## config.mk

```make
export PLATFORM = sky130hd
export DESIGN_NAME = disk_sweep_scheduler
export DESIGN_NICKNAME = d
export VERILOG_FILES = /design/src/hw/rtl/dss_pkg.sv /design/src/hw/rtl/dss_ctrl.sv /design/src/hw/rtl/dss_datapath.sv /design/src/hw/rtl/disk_sweep_scheduler.sv
export SDC_FILE = /design/constraint.sdc
export NUM_CORES = 2
export LEC_CHECK = 0
export BUFFER_PORTS_ARGS = -buffer_cell sky130_fd_sc_hd__buf_4
export CORE_MARGIN = 2
export CORE_UTILIZATION = 64
export CTS_CLUSTER_DIAMETER = 150
export CTS_CLUSTER_SIZE = 25
export DETAILED_ROUTE_END_ITERATION = 8
export GPL_ROUTABILITY_DRIVEN = 0
export GPL_TIMING_DRIVEN = 0
export PLACE_DENSITY_LB_ADDON = 0.3
export SLEW_MARGIN = 20
export SYNTH_ARGS = -nofsm -noshare
export SYNTH_HDL_FRONTEND = slang
export SYNTH_SLANG_ARGS = --single-unit
```

## constraint.sdc

```tcl
create_clock -name clk -period 12.4 [get_ports clk]
set_clock_uncertainty 0.1 [all_clocks]
set_input_delay 0.62 -clock clk [delete_from_list [all_inputs] [get_ports clk]]
set_output_delay 0.62 -clock clk [all_outputs]
set_load 0.005 [all_outputs]
```

## src/hw/rtl/dss_pkg.sv

```systemverilog
// ---------------------------------------------------------------------------
// dss_pkg
// Types and constants shared by the disk sweep scheduler modules.
// ---------------------------------------------------------------------------
`default_nettype none

package dss_pkg;

  localparam int MAX_REQUESTS = 32;
  localparam int CYL_BITS     = 12;
  localparam int TOTAL_W      = 18;
  localparam int CNT_W        = CYL_BITS + 1;
  localparam int IDX_W        = $clog2(MAX_REQUESTS + 1);
  localparam int ADDR_W       = (MAX_REQUESTS > 1) ? $clog2(MAX_REQUESTS) : 1;
  localparam int CFG_IDX_W    = 2;

  localparam logic [CFG_IDX_W-1:0] CFG_SWEEP_MODE     = 2'd0;
  localparam logic [CFG_IDX_W-1:0] CFG_CYLINDER_COUNT = 2'd1;
  localparam logic [CFG_IDX_W-1:0] CFG_HEAD_POSITION  = 2'd2;

  localparam logic       MODE_RST  = 1'b1;
  localparam logic [CNT_W-1:0] COUNT_RST = CNT_W'(200);

  typedef enum logic [2:0] {
    S_IDLE,
    S_SEARCH,
    S_DOWN,
    S_UP,
    S_LOW,
    S_TO_ZERO,
    S_TO_LAST
  } state_t;

  typedef enum logic [1:0] {
    TSEL_STORE,
    TSEL_ZERO,
    TSEL_LAST
  } tsel_t;

  typedef struct packed {
    logic             insert;
    logic             load;
    logic             emit;
    logic             final_mv;
    logic             clear;
    tsel_t            tsel;
    logic [IDX_W-1:0] idx;
  } cmd_t;

  typedef struct packed {
    logic [IDX_W-1:0] count;
    logic             ge_head;
    logic             mode;
  } sts_t;

endpackage

`default_nettype wire

```

## src/hw/rtl/dss_ctrl.sv

```systemverilog
// ---------------------------------------------------------------------------
// dss_ctrl
// Sequencer: head slot search, then the sweep passes of SCAN or C-SCAN.
// ---------------------------------------------------------------------------
`default_nettype none

module dss_ctrl (
  input  wire logic         clk,
  input  wire logic         rst,
  input  wire logic         start,
  input  wire logic         last_request,
  input  wire dss_pkg::sts_t sts,
  output dss_pkg::cmd_t     cmd,
  output logic              busy
);
  import dss_pkg::*;

  state_t           state, state_next;
  logic [IDX_W-1:0] idx, idx_next;
  logic [IDX_W-1:0] pos, pos_next;
  logic             hit;

  always_ff @(posedge clk) begin
    if (rst) begin
      state <= S_IDLE;
      idx   <= '0;
      pos   <= '0;
    end else begin
      state <= state_next;
      idx   <= idx_next;
      pos   <= pos_next;
    end
  end

  assign busy = (state != S_IDLE);
  // first stored entry at or above the head, or the end of the store
  assign hit  = (idx == sts.count) || sts.ge_head;

  always_comb begin
    state_next   = state;
    idx_next     = idx;
    pos_next     = pos;
    cmd          = '0;
    cmd.tsel     = TSEL_STORE;
    cmd.idx      = idx;
    unique case (state)
      S_IDLE: begin
        if (start) begin
          cmd.insert = 1'b1;
          if (last_request) begin
            state_next = S_SEARCH;
            idx_next   = '0;
          end
        end
      end
      S_SEARCH: begin
        cmd.load = 1'b1;
        if (hit) begin
          pos_next = idx;
          if (!sts.mode) begin
            if (idx == '0) begin
              state_next = S_TO_ZERO;
            end else begin
              state_next = S_DOWN;
              idx_next   = idx - IDX_W'(1);
            end
          end else begin
            state_next = (idx == sts.count) ? S_TO_LAST : S_UP;
          end
        end else begin
          idx_next = idx + IDX_W'(1);
        end
      end
      S_DOWN: begin
        cmd.emit = 1'b1;
        if (idx == '0) begin
          state_next = S_TO_ZERO;
        end else begin
          idx_next = idx - IDX_W'(1);
        end
      end
      S_TO_ZERO: begin
        cmd.emit = 1'b1;
        cmd.tsel = TSEL_ZERO;
        if (!sts.mode) begin
          if (pos == sts.count) begin
            state_next = S_TO_LAST;
          end else begin
            state_next = S_UP;
            idx_next   = pos;
          end
        end else if (pos == '0) begin
          cmd.final_mv = 1'b1;
          cmd.clear    = 1'b1;
          state_next   = S_IDLE;
        end else begin
          state_next = S_LOW;
          idx_next   = '0;
        end
      end
      S_UP: begin
        cmd.emit = 1'b1;
        if ((idx + IDX_W'(1)) == sts.count) begin
          state_next = S_TO_LAST;
        end else begin
          idx_next = idx + IDX_W'(1);
        end
      end
      S_TO_LAST: begin
        cmd.emit = 1'b1;
        cmd.tsel = TSEL_LAST;
        if (!sts.mode) begin
          cmd.final_mv = 1'b1;
          cmd.clear    = 1'b1;
          state_next   = S_IDLE;
        end else begin
          state_next = S_TO_ZERO;
        end
      end
      S_LOW: begin
        cmd.emit = 1'b1;
        if ((idx + IDX_W'(1)) == pos) begin
          cmd.final_mv = 1'b1;
          cmd.clear    = 1'b1;
          state_next   = S_IDLE;
        end else begin
          idx_next = idx + IDX_W'(1);
        end
      end
      default: begin
        state_next = S_IDLE;
      end
    endcase
  end

endmodule

`default_nettype wire

```

## src/hw/rtl/dss_datapath.sv

```systemverilog
// ---------------------------------------------------------------------------
// dss_datapath
// Config registers, sorted request store, head compare and movement output.
// ---------------------------------------------------------------------------
`default_nettype none

module dss_datapath (
  input  wire logic                          clk,
  input  wire logic                          rst,
  input  wire dss_pkg::cmd_t                 cmd,
  output dss_pkg::sts_t                      sts,
  input  wire logic                          cfg_valid,
  input  wire logic [dss_pkg::CFG_IDX_W-1:0] cfg_index,
  input  wire logic [dss_pkg::CNT_W-1:0]     cfg_data,
  input  wire logic [dss_pkg::CYL_BITS-1:0]  request_cylinder,
  output logic                               result_strobe,
  output logic [dss_pkg::CYL_BITS-1:0]       from_cylinder,
  output logic [dss_pkg::CYL_BITS-1:0]       to_cylinder,
  output logic [dss_pkg::CYL_BITS-1:0]       move_distance,
  output logic [dss_pkg::TOTAL_W-1:0]        running_total,
  output logic                               final_move
);
  import dss_pkg::*;

  localparam logic [CYL_BITS-1:0] CYL_MAX = '1;

  logic                sweep_mode;
  logic [CNT_W-1:0]    cylinder_count;
  logic [CYL_BITS-1:0] head_position;

  logic [CYL_BITS-1:0] store      [MAX_REQUESTS];
  logic [CYL_BITS-1:0] store_next [MAX_REQUESTS];
  logic [MAX_REQUESTS-1:0] le;
  logic [IDX_W-1:0]    count;

  logic [CNT_W-1:0]    cnt_dec;
  logic [CYL_BITS-1:0] lastc;
  logic [CYL_BITS-1:0] head_c;
  logic [CYL_BITS-1:0] rd, rd_c;
  logic [CYL_BITS-1:0] target;
  logic [CYL_BITS-1:0] cur;
  logic [CYL_BITS-1:0] move_dist;
  logic [TOTAL_W-1:0]  total;

  // configuration, always ready
  always_ff @(posedge clk) begin
    if (rst) begin
      sweep_mode     <= MODE_RST;
      cylinder_count <= COUNT_RST;
      head_position  <= '0;
    end else if (cfg_valid) begin
      unique case (cfg_index)
        CFG_SWEEP_MODE:     sweep_mode     <= cfg_data[0];
        CFG_CYLINDER_COUNT: cylinder_count <= cfg_data;
        CFG_HEAD_POSITION:  head_position  <= cfg_data[CYL_BITS-1:0];
        default:            ;
      endcase
    end
  end

  // last cylinder, saturated to the cylinder field range
  always_comb begin
    cnt_dec = (cylinder_count == '0) ? '0 : cylinder_count - CNT_W'(1);
    lastc   = (cnt_dec > CNT_W'(CYL_MAX)) ? CYL_MAX : cnt_dec[CYL_BITS-1:0];
    head_c  = (head_position > lastc) ? lastc : head_position;
  end

  // insertion: each slot keeps, takes the request, or takes its lower neighbor
  always_comb begin
    for (int i = 0; i < MAX_REQUESTS; i++) begin
      le[i] = (IDX_W'(i) < count) && (store[i] <= request_cylinder);
    end
    for (int i = 0; i < MAX_REQUESTS; i++) begin
      if (le[i]) begin
        store_next[i] = store[i];
      end else if (i == 0) begin
        store_next[i] = request_cylinder;
      end else if (le[i-1]) begin
        store_next[i] = request_cylinder;
      end else begin
        store_next[i] = store[i-1];
      end
    end
  end

  always_ff @(posedge clk) begin
    if (cmd.insert && (count < IDX_W'(MAX_REQUESTS))) begin
      store <= store_next;
    end
  end

  always_ff @(posedge clk) begin
    if (rst || cmd.clear) begin
      count <= '0;
    end else if (cmd.insert && (count < IDX_W'(MAX_REQUESTS))) begin
      count <= count + IDX_W'(1);
    end
  end

  // single read port, clamped at read time (clamping keeps the order)
  always_comb begin
    rd   = store[cmd.idx[ADDR_W-1:0]];
    rd_c = (rd > lastc) ? lastc : rd;
    unique case (cmd.tsel)
      TSEL_STORE: target = rd_c;
      TSEL_ZERO:  target = '0;
      TSEL_LAST:  target = lastc;
      default:    target = '0;
    endcase
    move_dist = (cur > target) ? cur - target : target - cur;
  end

  assign sts.count   = count;
  assign sts.ge_head = (rd_c >= head_c);
  assign sts.mode    = sweep_mode;

  always_ff @(posedge clk) begin
    if (cmd.load) begin
      cur   <= head_c;
      total <= '0;
    end else if (cmd.emit) begin
      cur   <= target;
      total <= total + TOTAL_W'(move_dist);
    end
  end

  always_ff @(posedge clk) begin
    if (rst) begin
      result_strobe <= 1'b0;
    end else begin
      result_strobe <= cmd.emit;
    end
  end

  always_ff @(posedge clk) begin
    if (cmd.emit) begin
      from_cylinder <= cur;
      to_cylinder   <= target;
      move_distance <= move_dist;
      running_total <= total + TOTAL_W'(move_dist);
      final_move    <= cmd.final_mv;
    end
  end

endmodule

`default_nettype wire

```

## src/hw/rtl/disk_sweep_scheduler.sv

```systemverilog
// ---------------------------------------------------------------------------
// disk_sweep_scheduler
// SCAN / C-SCAN seek scheduler over a batch of cylinder requests.
// ---------------------------------------------------------------------------
// Usage:
//   Requests: drive request_cylinder and last_request with start high; the
//   request is taken on an edge where busy is low. A request that is not last
//   is sorted into the store in that cycle and busy stays low, so one request
//   per cycle is accepted. Requests beyond the store depth are dropped.
//   Last request: busy rises. The head slot search walks the store one entry
//   per cycle, then the N+2 movements for N held requests come out one per
//   cycle on result_strobe, final_move on the last one. After the search, the
//   first movement is emitted by the first sweep state and registered onto
//   the result outputs; the one read port of the store sets the
//   one-movement-per-cycle pace. busy falls with the final movement and the
//   store is empty again. Results are shown for one cycle only; the receiver
//   cannot stall. Config: cfg_valid/cfg_ready with cfg_index and cfg_data;
//   ready is always high. Write only while busy is low and no result is pending.
//   Reset (rst, synchronous): store empty, mode C-SCAN, 200 cylinders, head 0.
// ---------------------------------------------------------------------------
`default_nettype none

module disk_sweep_scheduler (
  input  wire logic                          clk,
  input  wire logic                          rst,
  input  wire logic                          start,
  output logic                               busy,
  input  wire logic [dss_pkg::CYL_BITS-1:0]  request_cylinder,
  input  wire logic                          last_request,
  input  wire logic                          cfg_valid,
  output logic                               cfg_ready,
  input  wire logic [dss_pkg::CFG_IDX_W-1:0] cfg_index,
  input  wire logic [dss_pkg::CNT_W-1:0]     cfg_data,
  output logic                               result_strobe,
  output logic [dss_pkg::CYL_BITS-1:0]       from_cylinder,
  output logic [dss_pkg::CYL_BITS-1:0]       to_cylinder,
  output logic [dss_pkg::CYL_BITS-1:0]       move_distance,
  output logic [dss_pkg::TOTAL_W-1:0]        running_total,
  output logic                               final_move
);
  import dss_pkg::*;

  cmd_t cmd;
  sts_t sts;

  assign cfg_ready = 1'b1;

  dss_ctrl u_ctrl (
    .clk          (clk),
    .rst          (rst),
    .start        (start),
    .last_request (last_request),
    .sts          (sts),
    .cmd          (cmd),
    .busy         (busy)
  );

  dss_datapath u_dp (
    .clk              (clk),
    .rst              (rst),
    .cmd              (cmd),
    .sts              (sts),
    .cfg_valid        (cfg_valid),
    .cfg_index        (cfg_index),
    .cfg_data         (cfg_data),
    .request_cylinder (request_cylinder),
    .result_strobe    (result_strobe),
    .from_cylinder    (from_cylinder),
    .to_cylinder      (to_cylinder),
    .move_distance    (move_distance),
    .running_total    (running_total),
    .final_move       (final_move)
  );

endmodule

`default_nettype wire

```

# [After elaboration in Yosys (flattened, before gate mapping)]
# Index checks and enable logic that the tools add are counted.
[classes] addsub=7 n_reduce_logical=83 magnitude_cmp=71 eq_ne=24 n_mux=77 n_bitwise=33
[ops] op="two-way mux 12 bit" count=39
[ops] op="less-or-equal comparator 12 bit" count=32
[ops] op="< comparator 5 x 6 -> 1 bit (first input constant)" count=16
[ops] op="AND reduction 2 bit" count=36
[ops] op="binary-select mux 12 bit (select 5 bit)" count=1
[ops] op="two-way mux 6 bit" count=10
[ops] op="< comparator 4 x 6 -> 1 bit (first input constant)" count=8
[ops] op="two-way mux 3 bit" count=13
[ops] op="greater-than comparator 12 bit" count=3
[ops] op="one-hot mux 6 bit (6 select lines)" count=1
[ops] op="logical AND 1 bit" count=33
[ops] op="NOT 1 bit" count=32
[ops] op="== test 6 bit" count=4
[ops] op="< comparator 3 x 6 -> 1 bit (first input constant)" count=4
[ops] op="one-hot mux 12 bit (2 select lines)" count=1
[ops] op="subtractor 12 bit" count=2
[ops] op="one-hot mux 3 bit (7 select lines)" count=1
[ops] op="adder 18 x 12 -> 18 bit" count=1
[ops] op="greater-than comparator 13 x 12 -> 1 bit (second input constant)" count=1
[ops] op="zero test 13 bit" count=1
[ops] op="two-way mux 13 bit" count=1
[ops] op="subtractor 13 x 1 -> 13 bit (second input constant)" count=1
[ops] op="adder 6 x 1 -> 6 bit (second input constant)" count=2
[ops] op=">= comparator 12 bit" count=1
[ops] op="29 further kinds" count=51
[totals] in_bits=32 output_inout_bits=58 elab_cells=342 ff_bits=517

# [Logic depth before layout (Yosys ltp)]
[logic_depth] depth_word=10 ltp_mapped=40 ltp_nobuf=36

# [Hierarchy]
# From an unflattened synthesis, not the netlist that was laid out.
[hier_totals] hier_cells=2988 area_unflattened_um2=36601.4
[by_module_without_submodules] module="dss_datapath" area_per_inst_um2=34953.5 seq_area_each_um2=14564.0 instances=1 cells_each=2782
[by_module_without_submodules] module="dss_ctrl" area_per_inst_um2=1636.6 seq_area_each_um2=300.3 instances=1 cells_each=204
[by_module_without_submodules] module="disk_sweep_scheduler" area_per_inst_um2=11.3 seq_area_each_um2=0.0 instances=1 cells_each=2

# [Least setup slack after synthesis]
# Ideal clock, no wire load.
[synth_path] kind="register to register" startpoint="register u_ctrl.idx[0]" endpoint="register u_dp.running_total[14] (netlist name), data pin" stages_incl_launch_ff=36 setup_slack_ns=3.570 synth_period_minus_slack_ns=8.830 t_arrival_ns=8.467 required_ns=12.037 n_path_buf=8 setup_ns=0.263 cell_sequence="dfxtp_1 > buf_6 > buf_6 > buf_6 > buf_2 > mux4_2 > mux4_2 > mux2_2 > ha_1 > nand4_1 > nor3_1 > nand2_1 > mux2_2 > and2_1 > buf_4 > buf_6 > nor3_2 > a21oi_1 > and2_1 > ha_1 > clkbuf_1 > a211oi_1 > o21ai_0 > nand3b_1 > a21oi_1 > clkbuf_1 > mux2_2 > fa_1 > a21o_1 > a21oi_1 > nor2b_1 > or2_2 > a31o_2 > o21bai_1 > nor2_1 > xor2_1"
[synth_between] elab_chain_len=10 elab_cells_between_ends=12 cone_classes="3 x add/sub; 2 x order compare; 6 x mux; 1 x bitwise"
[synth_lines] element="from (decl)" line="dss_ctrl.sv:19" text="logic [IDX_W-1:0] idx, idx_next;"
[synth_lines] element="from (signal assigned)" line="dss_ctrl.sv:30" text="idx <= idx_next;"
[synth_lines] element="NOT 5 -> 6 bit (implied by the code) (*)" line="dss_datapath.sv:102" text="rd = store[cmd.idx[ADDR_W-1:0]];"
[synth_lines] element="binary-select mux 12 bit (select 5 bit) (*)" line="dss_datapath.sv:102"
[synth_lines] element="two-way mux 12 bit (implied by the code) (*) (2 in series)" line="dss_datapath.sv:102"
[synth_lines] element="greater-than comparator 12 bit" line="dss_datapath.sv:103" text="rd_c = (rd > lastc) ? lastc : rd;"
[synth_lines] element="two-way mux 12 bit (*)" line="dss_datapath.sv:103"
[synth_lines] element="one-hot mux 12 bit (2 select lines) (*)" line="dss_datapath.sv:104" text="unique case (cmd.tsel)"
[synth_lines] element="net u_dp.target[2]" line="dss_datapath.sv:40" text="logic [CYL_BITS-1:0] target;"
[synth_lines] element="greater-than comparator 12 bit (*)" line="dss_datapath.sv:110" text="move_dist = (cur > target) ? cur - target : target - cur;"
[synth_lines] element="two-way mux 12 bit (*)" line="dss_datapath.sv:110"
[synth_lines] element="net u_dp.move_dist[1]" line="dss_datapath.sv:42" text="logic [CYL_BITS-1:0] move_dist;"
[synth_lines] element="adder 18 x 12 -> 18 bit (*)" line="dss_datapath.sv:140" text="running_total <= total + TOTAL_W'(move_dist);"
[synth_lines] element="to (signal assigned)" line="dss_datapath.sv:140"
[synth_lines] element="to (decl)" line="dss_datapath.sv:20" text="output logic [dss_pkg::TOTAL_W-1:0] running_total,"
# The timed path passes the listed nets; every way through them passes the cells marked *. The select of a mux whose other input is x is not followed.
# A chain may end at the register's enable or synchronous reset.

# [Final worst setup path]
[layout_path] startpoint="register u_ctrl.idx[1]" endpoint="register u_dp.running_total[16] (netlist name), data pin"
# The elaborated chain is that of the path after synthesis.

==> metrics.txt <==
outcome finished, violations left; failing checks design-rule violations; setup slack after layout 0.683 ns; mean number of vias per cell between 7 and 8; Setup Buffers After CTS 0; fin nets about 3,800; H-tree depth 1; fraction of the yosys area taken by sequential cells 0.401; synthesis-to-finish area growth 7.11%; number of iterations in the first detailed-routing pass 9; sum of negative setup slack 0 ns; Worst Path Max Fanout 10; total CTS buffers 24; setup repair after global routing missed its margin no; number of nets with antenna violations after routing 0; Period minus WS final 11.72 ns; number of warning messages in the yosys log 0; transition time at the pin with the least slew margin about 1.3 ns; gr usage total 0.414; total standard cell area after synthesis about 37,000 um2; number of different library cells in the post-synthesis netlist 93; leading cell type in the layout, fill and taps excluded sky130_fd_sc_hd__edfxtp_1; drt drc 16; detailed router's first-iteration violation count between 4,000 and 5,000; filler instances ~4,000; final-report max-slew violation count 0; Root Driver sky130_fd_sc_hd__clkbuf_16; number of antenna violations at the first check in global routing 12; worst slew margin relative to its limit 0.116; Peak VDD IR about 0.28 mV; Std-Cell Core Area between 50,000 and 60,000 um2; number of buffer and inverter stages on the critical path 6; dominant delay contributor by cell family on the critical path buffers and inverters; Synth Area in Simple Gates 0.0967; average routed wire per standard cell ~30 um; post-DP HPWL just over 90,000 um; largest net degree at the start of global routing 37; max incr delay on CP a little under 1 ns; Initial Utilization 0.645; number of global-route vias before repair between 20,000 and 30,000; top library cells by usage in the layout, fill and taps aside sky130_fd_sc_hd__edfxtp_1, sky130_fd_sc_hd__ha_1, sky130_fd_sc_hd__mux2_2; Leakage Power 15.5 nW; category of the critical setup timing path register to register; Yosys top cell by area sky130_fd_sc_hd__edfxtp_1; setup slack at placement about 1.3 ns; area enclosed by the die boundary about 60,000 um2; FF+latch area roughly 15,000 um2; IO Pins 90; Syn Area/Cell approximately 12 um2; insertion delay of the later-clocked pin in the worst-skew pair just over 0.6 ns; clock sink count roughly 520; share of cells above drive strength 1 0.208; multi-input combinational cell area 21,100 um2; post-synth top area share 0.365; post-synthesis share of cell area spent on full adders, half adders and majority gates 0.152; dominant synthesized flop cell sky130_fd_sc_hd__edfxtp_1; Cell Rows 88; Hold/Removal Path Class input port to register; fraction of the cycle the final worst path needs 0.945; required arrival time at the worst endpoint roughly 13 ns; largest family of logic cells by synthesized area multiplexers; share of the synthesized area in compound gates (AO/OA/AOI/OAI) 0.118; CP max-delay cell sky130_fd_sc_hd__buf_1; Syn Nets 3,641; die boundary width approximately 240 um; gate count after technology mapping ~3,200; number of violations of the max-capacitance limit 0; setup violators final 0; residual overflow from global routing 0; number of buffers on the longest clock path 3; main area contributors after synthesis sky130_fd_sc_hd__edfxtp_1, sky130_fd_sc_hd__ha_1, sky130_fd_sc_hd__mux2_2; FFs w/ async S/R, synth 0; TritonCTS clock tree yes; CP Capture Type register; hold bufs inserted after CTS 0; crit start category register; maximum operating frequency about 85 MHz; clock-pin slew on the worst setup and hold paths approximately 0.11 ns; data arrival at the endpoint of the critical path about 12 ns; number of synthesized flops with an enable pin 451; multiplexer share of the synthesized area 0.185; number of flip-flops and latches in the synthesized netlist ~520; Resized cells post-CTS 0; global-route wire length before repair 185,000 um; total wire length after detailed routing ~130,000 um; # port buffers 88; fraction of synthesized cell area in xor and xnor cells 0.0161; detailed-route via count between 30,000 and 40,000; Die Y 245 um; total count of hold-check failures in the final report 0; PD cells around 220 nW/um2
layer usage:
layer	share of wire	GRT usage	routed length, um	vias to the layer above
met5	0.00094	0.0106	118	-
met4	0.087	0.280	10900	12
li1	-	-	-	12504
met1	0.33	0.516	42000	14508
met3	0.16	0.140	20300	700
met2	0.42	0.609	52500	2801
power breakdown:
part           internal, mW  total [mW]  switching [mW]
logic                  1.82        4.38            2.56
registers              2.76        3.25           0.497
clock network         0.386       0.977           0.591
total                  4.96        8.61            3.65
state kept, by name, indices dropped and copies added (netlist names), 13 cells and up:
signal               cells
u_dp.cylinder_count     13
u_dp.total              18
u_dp.running_total      18
u_dp.store             384
path summary, 6_finish.rpt:
kind                       startpoint  slack (ns)  depth (start not counted)                     end
setup / recovery        u_ctrl.idx[1]        0.68                         33  u_dp.running_total[16]
hold / removal    request_cylinder[1]         0.1                          1         u_dp.store[373]
setup reg to reg        u_ctrl.idx[1]        0.68                         33  u_dp.running_total[16]
hold reg to reg         u_dp.total[5]        0.37                          2           u_dp.total[5]
per-stage QoR:
step	utilization	cells	hold slack, ns	area [um2]	power (mW)
2_1_floorplan	-	3160	0.333	37100	6.01
3_3_place_gp	0.673	4013	0.347	38700	7.20
3_5_place_dp	0.678	4028	0.356	39000	7.44
4_1_cts	0.690	4072	0.0951	39700	8.40
5_1_grt	0.691	4074	0.0947	39700	8.99
6_report	0.691	4079	0.0957	39700	8.61
Yosys cell counts, types with 30 or more instances:
cell / n
sky130_fd_sc_hd__nor3_1: 59
sky130_fd_sc_hd__nand3_1: 31
sky130_fd_sc_hd__xor2_1: 30
sky130_fd_sc_hd__edfxtp_1: 451
sky130_fd_sc_hd__dfxtp_1: 66
sky130_fd_sc_hd__inv_1: 97
sky130_fd_sc_hd__nor2_1: 141
sky130_fd_sc_hd__mux2_2: 342
sky130_fd_sc_hd__nand2b_1: 41
sky130_fd_sc_hd__a21oi_1: 178
sky130_fd_sc_hd__o21ai_0: 158
sky130_fd_sc_hd__mux2i_1: 38
sky130_fd_sc_hd__nor2b_1: 54
sky130_fd_sc_hd__clkbuf_1: 119
sky130_fd_sc_hd__a21o_1: 132
sky130_fd_sc_hd__nand2_1: 146
sky130_fd_sc_hd__nand4_1: 98
sky130_fd_sc_hd__ha_1: 446
sky130_fd_sc_hd__mux4_2: 114
sky130_fd_sc_hd__xnor2_1: 33
area by class of cell:
cell class | count | area share
clock inverter | 1 | 0.000221
sequential | 517 | 0.374
timing repair buffer | 103 | 0.0234
buffer | 171 | 0.0193
multi-input combinational | 2372 | 0.531
inverter | 100 | 0.00945
tap | 765 | 0.0241
antenna | 7 | 0.000441
clock buffer | 43 | 0.0175
cells by family (layout without fill, tap and decap cells):
| logic type | after synthesis | after routing |
|---|---|---|
| compound gates | 673 | 673 |
| xor+xnor | 65 | 65 |
| fa+ha+maj | 449 | 449 |
| buf+inv | 271 | 418 |
| flops | 517 | 517 |
| mux | 498 | 498 |
| other cells | 1 | 8 |
| simple gates | 686 | 686 |
(Power assumes the default switching activity.)
